**config.mk**
```make
export PLATFORM = sky130hd
export DESIGN_NAME = next_greater_element_finder
export DESIGN_NICKNAME = d
export VERILOG_FILES = /design/src/rtl/nge_pkg.sv /design/src/rtl/nge_cell.sv /design/src/rtl/next_greater_element_finder.sv
export SDC_FILE = /design/constraint.sdc
export NUM_CORES = 2
export LEC_CHECK = 0
export ABC_AREA = 1
export BUFFER_PORTS_ARGS = -buffer_cell sky130_fd_sc_hd__clkbuf_2
export CORE_MARGIN = 1
export CORE_UTILIZATION = 40
export DETAILED_ROUTE_END_ITERATION = 6
export SYNTH_ARGS = -nofsm -noshare
export SYNTH_HDL_FRONTEND = slang
export SYNTH_HIERARCHICAL = 1
export SYNTH_SLANG_ARGS = --single-unit
```
**constraint.sdc**
```tcl
create_clock -name clock -period 6 [get_ports clock]
set_input_delay 0.3 -clock clock [delete_from_list [all_inputs] [get_ports clock]]
set_output_delay 0.3 -clock clock [all_outputs]
set_load 0.1 [all_outputs]
```
**src/rtl/nge_pkg.sv**
```systemverilog
// ---------------------------------------------------------------------------
// nge_pkg: shared types for the next greater element finder
// Sequencer states and the shift control that drives the stack cell chain.
// ---------------------------------------------------------------------------
package nge_pkg;

   // sequencer states
   typedef enum logic [1:0] {
      S_IDLE,
      S_OVF,
      S_POP,
      S_FLUSH
   } state_type;

   // shift control broadcast to every cell of the chain
   typedef struct packed {
      logic push;   // every entry moves one cell deeper, new entry at the top
      logic pop;    // every entry moves one cell toward the top
   } shift_ctl_type;

   // width of the position field on the result beat
   localparam int POS_OUT_W = 5;
   // width of the value field on both channels
   localparam int DATA_W = 32;

endpackage

```
**src/rtl/nge_cell.sv**
```systemverilog
// ---------------------------------------------------------------------------
// nge_cell: one entry of the shifting stack
// Holds a valid bit, a value and a position; takes the entry from the cell
// above on push and from the cell below on pop.
// ---------------------------------------------------------------------------
module nge_cell
   import nge_pkg::*;
#(
   parameter int VW = 32,
   parameter int PW = 5
) (
   input  logic                 clock,
   input  logic                 reset,
   input  shift_ctl_type        ctl,
   input  logic                 up_valid,
   input  logic signed [VW-1:0] up_value,
   input  logic [PW-1:0]        up_pos,
   input  logic                 dn_valid,
   input  logic signed [VW-1:0] dn_value,
   input  logic [PW-1:0]        dn_pos,
   output logic                 valid,
   output logic signed [VW-1:0] value,
   output logic [PW-1:0]        pos
);

   logic                 valid_ff, valid_in;
   logic signed [VW-1:0] value_ff, value_in;
   logic [PW-1:0]        pos_ff, pos_in;

   // neighbor select
   always_comb begin
      valid_in = valid_ff;
      value_in = value_ff;
      pos_in   = pos_ff;
      if (ctl.push) begin
         valid_in = up_valid;
         value_in = up_value;
         pos_in   = up_pos;
      end else if (ctl.pop) begin
         valid_in = dn_valid;
         value_in = dn_value;
         pos_in   = dn_pos;
      end
   end

   always_ff @(posedge clock) begin
      if (reset) begin
         valid_ff <= 1'b0;
      end else begin
         valid_ff <= valid_in;
      end
   end

   // payload, no reset
   always_ff @(posedge clock) begin
      value_ff <= value_in;
      pos_ff   <= pos_in;
   end

   assign valid = valid_ff;
   assign value = value_ff;
   assign pos   = pos_ff;

endmodule

```
**src/rtl/next_greater_element_finder.sv**
```systemverilog
// ---------------------------------------------------------------------------
// next_greater_element_finder: next greater element over a stream
// Monotonic non-increasing stack held in a chain of shifting cells.
// ---------------------------------------------------------------------------
// Usage:
//   req_* carries one signed element per beat, req_tlast on the final one.
//   rsp_* returns results: position and next greater value in tdata,
//   found / overflow in tuser, tlast on the last result of an input beat.
//   An element pops every waiting entry with a smaller value (one result
//   each, top first), then is pushed. On the final element the remaining
//   entries are flushed with found=0 and the sequence restarts at 0.
//   Elements past MAX_LEN give one overflow result and are dropped.
// Timing:
//   The beat is taken in S_IDLE; S_POP then pops each smaller entry with
//   one result and pushes the element, and S_FLUSH pops each waiting entry.
//   A new element is taken only back in S_IDLE. The stack top is one
//   compare per cycle while rsp_tready does not stall. A result is registered
//   and shows in the cycle after it is made; a stalled rsp_tready holds the sequencer.
//   Reset empties the stack and clears the element count.
// ---------------------------------------------------------------------------
module next_greater_element_finder
   import nge_pkg::*;
#(
   parameter int MAX_LEN     = 32,
   parameter int VALUE_WIDTH = 32
) (
   input  logic        clock,
   input  logic        reset,
   input  logic        req_tvalid,
   output logic        req_tready,
   input  logic [31:0] req_tdata,   // [31:0] value
   input  logic        req_tlast,   // last_in
   output logic        rsp_tvalid,
   input  logic        rsp_tready,
   output logic [39:0] rsp_tdata,   // [4:0] position, [36:5] next_greater, zero pad
   output logic [1:0]  rsp_tuser,   // [0] found, [1] overflow
   output logic        rsp_tlast    // end_of_run
);

   localparam int VW = VALUE_WIDTH;
   localparam int PW = $clog2(MAX_LEN);
   localparam int CW = $clog2(MAX_LEN + 1);

   state_type state_ff, state_in;
   shift_ctl_type ctl;

   logic                 hold_last_ff, hold_last_in;
   logic signed [VW-1:0] hold_v_ff, hold_v_in;
   logic [CW-1:0]        count_ff, count_in;
   logic                 count_inc, count_clr;

   logic                 cell_valid [MAX_LEN];
   logic signed [VW-1:0] cell_value [MAX_LEN];
   logic [PW-1:0]        cell_pos   [MAX_LEN];

   logic                 rsp_valid_ff;
   logic [POS_OUT_W-1:0] rsp_pos_ff, e_pos;
   logic [DATA_W-1:0]    rsp_val_ff, e_val;
   logic                 rsp_found_ff, e_found;
   logic                 rsp_ovf_ff, e_ovf;
   logic                 rsp_end_ff, e_end;
   logic                 emit;

   logic                 accept, out_free, full, top_lt, next_lt;
   logic signed [63:0]   in_ext, out_ext;
   logic [PW+POS_OUT_W-1:0] pos_ext;

   // input value to the compare width, compare width back to the port
   assign in_ext  = 64'(signed'(req_tdata));
   assign out_ext = 64'(hold_v_ff);
   assign pos_ext = {{POS_OUT_W{1'b0}}, cell_pos[0]};

   assign accept   = req_tvalid && req_tready;
   assign out_free = !rsp_valid_ff || rsp_tready;
   assign full     = (count_ff == CW'(MAX_LEN));
   assign top_lt   = cell_valid[0] && (cell_value[0] < hold_v_ff);
   assign next_lt  = cell_valid[1] && (cell_value[1] < hold_v_ff);

   // stack cell chain, cell 0 is the top
   for (genvar i = 0; i < MAX_LEN; i++) begin : g_cell
      logic                 up_v, dn_v;
      logic signed [VW-1:0] up_d, dn_d;
      logic [PW-1:0]        up_p, dn_p;
      if (i == 0) begin : g_top
         assign up_v = 1'b1;
         assign up_d = hold_v_ff;
         assign up_p = count_ff[PW-1:0];
      end else begin : g_mid
         assign up_v = cell_valid[i-1];
         assign up_d = cell_value[i-1];
         assign up_p = cell_pos[i-1];
      end
      if (i == MAX_LEN - 1) begin : g_bot
         assign dn_v = 1'b0;
         assign dn_d = '0;
         assign dn_p = '0;
      end else begin : g_nbot
         assign dn_v = cell_valid[i+1];
         assign dn_d = cell_value[i+1];
         assign dn_p = cell_pos[i+1];
      end
      nge_cell #(.VW(VW), .PW(PW)) u_cell (
         .clock    (clock),
         .reset    (reset),
         .ctl      (ctl),
         .up_valid (up_v),
         .up_value (up_d),
         .up_pos   (up_p),
         .dn_valid (dn_v),
         .dn_value (dn_d),
         .dn_pos   (dn_p),
         .valid    (cell_valid[i]),
         .value    (cell_value[i]),
         .pos      (cell_pos[i])
      );
   end

   // next state
   always_comb begin
      state_in = state_ff;
      case (state_ff)
         S_IDLE: begin
            if (accept) state_in = full ? S_OVF : S_POP;
         end
         S_OVF: begin
            if (out_free) state_in = (hold_last_ff && cell_valid[0]) ? S_FLUSH : S_IDLE;
         end
         S_POP: begin
            if (!top_lt) state_in = hold_last_ff ? S_FLUSH : S_IDLE;
         end
         S_FLUSH: begin
            if (out_free && !cell_valid[1]) state_in = S_IDLE;
         end
         default: state_in = S_IDLE;
      endcase
   end

   // outputs of the sequencer
   always_comb begin
      req_tready = 1'b0;
      ctl        = '0;
      count_inc  = 1'b0;
      count_clr  = 1'b0;
      emit       = 1'b0;
      e_pos      = '0;
      e_val      = '0;
      e_found    = 1'b0;
      e_ovf      = 1'b0;
      e_end      = 1'b0;
      case (state_ff)
         S_IDLE: begin
            req_tready = 1'b1;
         end
         S_OVF: begin
            if (out_free) begin
               emit  = 1'b1;
               e_ovf = 1'b1;
               e_end = !(hold_last_ff && cell_valid[0]);
               count_clr = hold_last_ff && !cell_valid[0];
            end
         end
         S_POP: begin
            if (top_lt) begin
               if (out_free) begin
                  emit    = 1'b1;
                  e_pos   = pos_ext[POS_OUT_W-1:0];
                  e_val   = out_ext[DATA_W-1:0];
                  e_found = 1'b1;
                  e_end   = !hold_last_ff && !next_lt;
                  ctl.pop = 1'b1;
               end
            end else begin
               ctl.push  = 1'b1;
               count_inc = 1'b1;
            end
         end
         S_FLUSH: begin
            if (out_free) begin
               emit      = 1'b1;
               e_pos     = pos_ext[POS_OUT_W-1:0];
               e_end     = !cell_valid[1];
               ctl.pop   = 1'b1;
               count_clr = !cell_valid[1];
            end
         end
         default: ;
      endcase
   end

   // held item and element count
   always_comb begin
      hold_v_in    = hold_v_ff;
      hold_last_in = hold_last_ff;
      if (accept) begin
         hold_v_in    = in_ext[VW-1:0];
         hold_last_in = req_tlast;
      end
      count_in = count_ff;
      if (count_clr)      count_in = '0;
      else if (count_inc) count_in = count_ff + CW'(1);
   end

   always_ff @(posedge clock) begin
      if (reset) begin
         state_ff     <= S_IDLE;
         count_ff     <= '0;
         rsp_valid_ff <= 1'b0;
      end else begin
         state_ff <= state_in;
         count_ff <= count_in;
         if (emit)            rsp_valid_ff <= 1'b1;
         else if (rsp_tready) rsp_valid_ff <= 1'b0;
      end
   end

   // payload registers
   always_ff @(posedge clock) begin
      hold_v_ff    <= hold_v_in;
      hold_last_ff <= hold_last_in;
      if (emit) begin
         rsp_pos_ff   <= e_pos;
         rsp_val_ff   <= e_val;
         rsp_found_ff <= e_found;
         rsp_ovf_ff   <= e_ovf;
         rsp_end_ff   <= e_end;
      end
   end

   assign rsp_tvalid = rsp_valid_ff;
   assign rsp_tdata  = {3'b000, rsp_val_ff, rsp_pos_ff};
   assign rsp_tuser  = {rsp_ovf_ff, rsp_found_ff};
   assign rsp_tlast  = rsp_end_ff;

`ifndef SYNTHESIS
   // shift directions are exclusive
   a_push_pop: assert property (@(posedge clock) disable iff (reset)
      !(ctl.push && ctl.pop))
      else $error("push and pop in the same cycle");

   // stack stays packed toward the top
   a_packed: assert property (@(posedge clock) disable iff (reset)
      cell_valid[1] |-> cell_valid[0])
      else $error("hole at the top of the stack");

   // end of flush leaves an empty stack and a cleared count
   a_flush_end: assert property (@(posedge clock) disable iff (reset)
      (state_ff == S_FLUSH && out_free && !cell_valid[1])
      |=> (count_ff == '0 && !cell_valid[0] && state_ff == S_IDLE))
      else $error("flush did not restart the sequence");

   // pushes only happen below the length limit
   a_push_room: assert property (@(posedge clock) disable iff (reset)
      ctl.push |-> !full)
      else $error("push with the sequence full");
`endif

endmodule

```
# Word level (Yosys, flattened, before mapping)
# Cells that the tools add are included.
# W data, S select, Z words.
[totals]
register_bits = 1298
input_bits = 37
output_inout_bits = 45
elab_cells = 357
[op_classes]
addsub = 1
n_lt_le_gt_ge = 2
eq_ne = 8
mux = 219
n_reduce_logical = 21
[op_table]
columns = ["op", "n"]
rows = [
  ["$mux W32", 64],
  ["$mux W5", 66],
  ["$mux W1", 76],
  ["$lt A32 B32 Y1", 2],
  ["$mux W2", 7],
  ["$pmux W5 S2", 1],
  ["$ne A2 B2 Y1 const B", 4],
  ["$pmux W2 S4", 1],
  ["$logic_and A1 B1 Y1", 7],
  ["$add A6 B1 Y6 const B", 1],
  ["$eq A6 B6 Y1 const B", 1],
  ["$logic_not A1 Y1", 6],
  ["$pmux W1 S2", 3],
  ["$eq A2 B2 Y1 const B", 2],
  ["$reduce_and A4 Y1", 1],
  ["$reduce_bool A2 Y1", 2],
  ["$reduce_or A2 Y1", 2],
  ["$pmux W1 S3", 1],
  ["$reduce_and A3 Y1", 1],
  ["$eq A2 B1 Y1 const B", 1],
  ["$logic_not A2 Y1", 1],
  ["$logic_or A1 B1 Y1", 1],
]

# Logic depth before layout (Yosys ltp)
[depth]
word_depth = 7
ltp_mapped = 24
mapped_depth_nobuf = 22

# By module
# The synthesis kept the hierarchy.
[modules_own_cells]
columns = ["mod", "instances", "cells_per_inst", "area_per_inst_um2", "seq_area_each_um2"]
rows = [
  ["nge_cell", 32, 167, 1657.8, 1131.1],
  ["next_greater_element_finder", 1, 458, 4730.8, 2372.3],
]

# Least setup slack after synthesis
# OpenSTA, ideal clock, no wires.
[synth_path]
path_kind = "register to register"
start = "register hold_v_ff[21], in the netlist g_cell[0].up_d[21]"
end = "register g_cell[0].u_cell.pos_ff[0], enable pin"
setup_ps = 392
t_arrival_ps = 4858
t_required_ps = 5608
path_slack_ps = 750
path_stages_with_launch = 14
n_path_buf = 0
synth_period_minus_slack_ps = 5250
cell_sequence = "edfxtp_1 -> inv_1 -> ha_1 -> a21oi_1 -> nor2_1 -> nor2_1 -> nand3_1 -> a21oi_1 -> nand3_1 -> nand3_4 -> nand2_1 -> inv_1 -> nor2_1 -> inv_1"
[synth_between]
elab_chain_cells = 5
word_cells_on_any_way = 7
cone_classes = "order compare: 1; mux: 4; reduce/logical: 2"
[synth_rtl]
columns = ["item", "line_no", "source"]
rows = [
  ["start: declaration", "next_greater_element_finder.sv:48", "logic signed [VW-1:0] hold_v_ff, hold_v_in;"],
  ["start signal: assignment", "next_greater_element_finder.sv:218", "hold_v_ff <= hold_v_in;"],
  ["$lt A32 B32 Y1", "next_greater_element_finder.sv:76", "assign top_lt = cell_valid[0] && (cell_value[0] < hold_v_ff);"],
  ["$logic_and A1 B1 Y1", "next_greater_element_finder.sv:76", ""],
  ["$mux W1 (2 in series)", "--", ""],
  ["named net count_inc", "next_greater_element_finder.sv:50", "logic count_inc, count_clr;"],
  ["$reduce_bool A2 Y1 (no line)", "--", ""],
  ["end signal: assignment", "nge_cell.sv:57", "pos_ff <= pos_in;"],
  ["end: declaration", "nge_cell.sv:28", "logic [PW-1:0] pos_ff, pos_in;"],
]
# The timed path passes the listed nets, and every way through them passes these cells.
# A chain may end at the register's enable or synchronous reset.

# Worst setup path after layout
[layout_path]
start = "register hold_v_ff[29], in the netlist g_cell[0].up_d[29]"
end = "register g_cell[18].u_cell.value_ff[17] (data pin)"
[layout_between]
elab_chain_cells = 5
[layout_rtl]
columns = ["item", "line_no", "source"]
rows = [
  ["$lt A32 B32 Y1", "next_greater_element_finder.sv:76", ""],
  ["$logic_and A1 B1 Y1", "next_greater_element_finder.sv:76", ""],
  ["$mux W1 (2 in series)", "--", ""],
  ["named net count_inc", "next_greater_element_finder.sv:50", ""],
  ["$mux W32", "nge_cell.sv:35", "if (ctl.push) begin"],
  ["named net g_cell[18].u_cell.value_in[17]", "nge_cell.sv:27", "logic signed [VW-1:0] value_ff, value_in;"],
  ["end signal: assignment", "nge_cell.sv:56", "value_ff <= value_in;"],
  ["end: declaration", "nge_cell.sv:27", ""],
]
# The timed path passes the listed nets, and every way through them passes these cells.

==> impl_metrics.toml <==
[global_route]
grt_remaining_overflow = 0
grt_util_met2 = 0.308
grt_busiest_layer = "met2"
grt.met3_usage = 0.0263
gr-usage-all-layers = 0.183
first_global_vias = 39700
groute.layer.met1.usage = 0.245
grt_pass1_wl_um = 214000
antenna_found_initial = 0
largest_net_degree_at_the_start_of_global_routing = 119

[detailed_routing]
detailedRoute.firstIterationViolations = 3381
antenna_left = 0
finalWirelength_um = 136000
via_per_inst = 4.91
drc = 2
drtPass1Iterations = 7
routed_wire_length_per_instance_um = 17.2
vias = 38800

[timing]
period_needed_ns = 4.31
rsz0062_at_grt = "no"
setup_tns_ns = 0
timing.final.max_slew_violations = 0
final-setup-viol-count = 0
finClkSkew_ns = 0.0267
tightest_slew_ns = 1.21
timing_hold_violations_final = 0
fraction_of_the_cycle_the_final_worst_path_needs = 0.718
maxSlewHeadroom = 0.189
max_freq_mhz = 232
fin_ws_ns = 1.69
fin_worst_hold_slack_ns = 0.0889

[synthesis]
yosysWarnings = 6
synth_seq_cells = 1298
synth_cells = 5802
ys_seq_area_frac = 0.667
yosysMostFrequentCell = "sky130_fd_sc_hd__nand2_1"
ys_top_cells_by_count = "sky130_fd_sc_hd__nand2_1 (3,723), sky130_fd_sc_hd__edfxtp_1 (1,257), sky130_fd_sc_hd__inv_1 (162)"
synth.top_cell.area_share = 0.653
syn_area_per_cell_um2 = 9.96
ys_async_sr_fraction = 0
ys.flop_type = "sky130_fd_sc_hd__edfxtp_1"
synthesis.area_um2 = 57800
post_synth_num_cell_types = 28
yosysTopAreaCell = "sky130_fd_sc_hd__edfxtp_1"
netlist_top_cells_area = "sky130_fd_sc_hd__edfxtp_1 (65%), sky130_fd_sc_hd__nand2_1 (24%), sky130_fd_sc_hd__buf_6 (2.5%), sky130_fd_sc_hd__dfxtp_1 (1.4%), sky130_fd_sc_hd__ha_1 (1.4%)"
synth_edf_count = 1257

[clock_network]
cts_inserted_buffers = 137
clock_path_buffers = 3
clock_tree_from_tritoncts = "built"
clock_tree.root_cell = "sky130_fd_sc_hd__clkbuf_16"
path_clk_slew_ns = 0.06
post_cts.repair.setup_buffers = 0
cts_resizes = 0
clock_sink_count = 1298
clock_latency_ns = 0.76
cts.htree.levels = 4

[power]
power-per-cell-area_nw_per_um2 = 430
vdd.ir_drop.worst_uv = 315
leakagePower_nw = 27.9

[setup_path]
worstPathMaxFanout = 118
crit_arrival_ns = 4.81
timing.critical_path.to_type = "register"
crit_required_ns = 6.50
worstReg2RegEnd = "g_cell[18].u_cell/value[17]"
path_class = "reg -> reg"
worst_r2r_path_depth = 15
timing.rr.start = "g_cell[0].up_d[29]"
reg2reg_slack_ns = 1.69
startpoint_type = "register"

[floorplanning]
initial_util = 0.403
io_pins = 82
placement_rows = 139
design.die.area_um2 = 146000
die_h_um = 382
die_x_um = 382
core_region_area_um2 = 143000

[placement]
buffer_ports.inserted = 78
globalplace.congestion = 0.825
placement.setup.worst_slack_ns = 1.77
dp.final_hpwl_um = 90400

[status]
violated_checks = "DRC"
status = "finished, violations left"

[min_path]
worstHoldStart = "rsp_tready"
hold_path_depth = 6
whs_endpoint = "rsp_tvalid"
worst_hold_path_type = "in -> reg"

[final_layout]
synthToLayoutAreaGrowth_pct = 10.0
diodes = 0
layout-drive-gt1-share = 0.0643
design.final.nets = 5994
filler_cell_count = 13800

[flow_run]
drv_cap = 0
report_power, final:
group          leakage, nW  total (mW)  internal, mW  switching, mW
clock network         2.09        8.24          4.71           3.54
registers             12.2        14.1          12.9           1.26
logic                 13.6        4.98          1.31           3.67
total                 27.9        27.3          18.9           8.46
through the flow:
step / utilization / instance area (um2) / power [mW] / std cells
floorplan: - / 57900 / 17.7 / 5842
finish: 0.443 / 63600 / 27.3 / 7902
global placement: 0.411 / 58900 / 19.2 / 7623
CTS: 0.443 / 63600 / 27.6 / 7902
detailed placement: 0.411 / 58900 / 19.3 / 7623
global route: 0.443 / 63600 / 28.8 / 7902
critical path: stages, from the launching register on:
cell and delay, ns:
sky130_fd_sc_hd__edfxtp_1 0.47, sky130_fd_sc_hd__inv_1 0.22, sky130_fd_sc_hd__ha_1 0.27, sky130_fd_sc_hd__a21oi_1 0.14, sky130_fd_sc_hd__nor2_1 0.05, sky130_fd_sc_hd__nor2_1 0.08, sky130_fd_sc_hd__nand3_1 0.08, sky130_fd_sc_hd__a21oi_1 0.21
sky130_fd_sc_hd__nand3_1 0.18, sky130_fd_sc_hd__nand3_4 0.16, sky130_fd_sc_hd__nand2_1 0.25, sky130_fd_sc_hd__inv_8 0.60, sky130_fd_sc_hd__buf_12 0.40, sky130_fd_sc_hd__inv_2 0.42, sky130_fd_sc_hd__nand2_1 0.18, sky130_fd_sc_hd__nand2_1 0.06
kinds of logic after synthesis:
logic type | Yosys count | share of synthesized area
XOR/XNOR | 4 | 0.000606
AND/OR/NAND/NOR | 3916 | 0.259
adder cells (fa/ha/maj) | 64 | 0.0139
other | 2 | 0.000130
AO/OA/AOI/OAI | 59 | 0.00550
buffers and inverters | 459 | 0.0530
flip-flops | 1298 | 0.667
worst max-delay path by stage:
stage,startpoint,end,slack [ns],cells past startpoint
2_1_floorplan,g_cell[0].up_d[21],g_cell[0].u_cell/pos[0],0.75,13
6_report,g_cell[0].up_d[29],g_cell[18].u_cell/value[17],1.69,15
4_1_cts,g_cell[0].up_d[5],g_cell[2].u_cell/value[17],1.78,16
3_5_place_dp,g_cell[0].up_d[5],g_cell[24].u_cell/value[18],1.77,17
5_1_grt,g_cell[0].up_d[3],g_cell[18].u_cell/value[17],1.41,19
3_3_place_gp,g_cell[0].up_d[7],g_cell[24].u_cell/value[18],1.82,17
layer usage:
metal  routed length (um)  part of all wire
met1                60100              0.44
met2                66300              0.49
met3                 5940             0.044
met4                 3350             0.025
met5                    0                 0
cell type report:
class	count	area (um2)	area share
multi-input combinational	4085	16300	0.257
clock buffer	186	3800	0.0598
tap	1903	2380	0.0375
inverter	194	736	0.0116
timing repair buffer	177	1280	0.0202
clock inverter	59	483	0.00760
sequential	1298	38600	0.607
cell usage in the layout (no fill, tap or decap), drive strengths merged, types with 4 or more instances in the layout:
master and n:
a21boi 5, a21oi 36, buf 65, bufinv 6, clkbuf 264, clkinv 47
conb 42, dfxtp 41, dlygate4sd3 34, edfxtp 1257, ha 64, inv 199
nand2 3723, nand3 78, nand4 6, nor2 101, nor3 6, o21ai 14
xor2 4
sequential cells by signal, summed over array words and instances (netlist names):
register	count
g_cell.u_cell/pos	160
rsp_ovf_ff	1
count_ff	6
rsp_tvalid	1
g_cell.up_d	32
rsp_tlast	1
rsp_found_ff	1
rsp_pos_ff	5
hold_last_ff	1
state_ff	2
g_cell.u_cell/valid	32
rsp_val_ff	32
g_cell.u_cell/value	1024
timing repair:
| action | 4_1_cts | 5_1_grt |
|---|---|---|
| hold endpoints to repair | 34 | 0 |
| endpoints found under the setup margin | 0 | 0 |
| hold buffers | 34 | 0 |
Power figures use the tool's default switching activity.
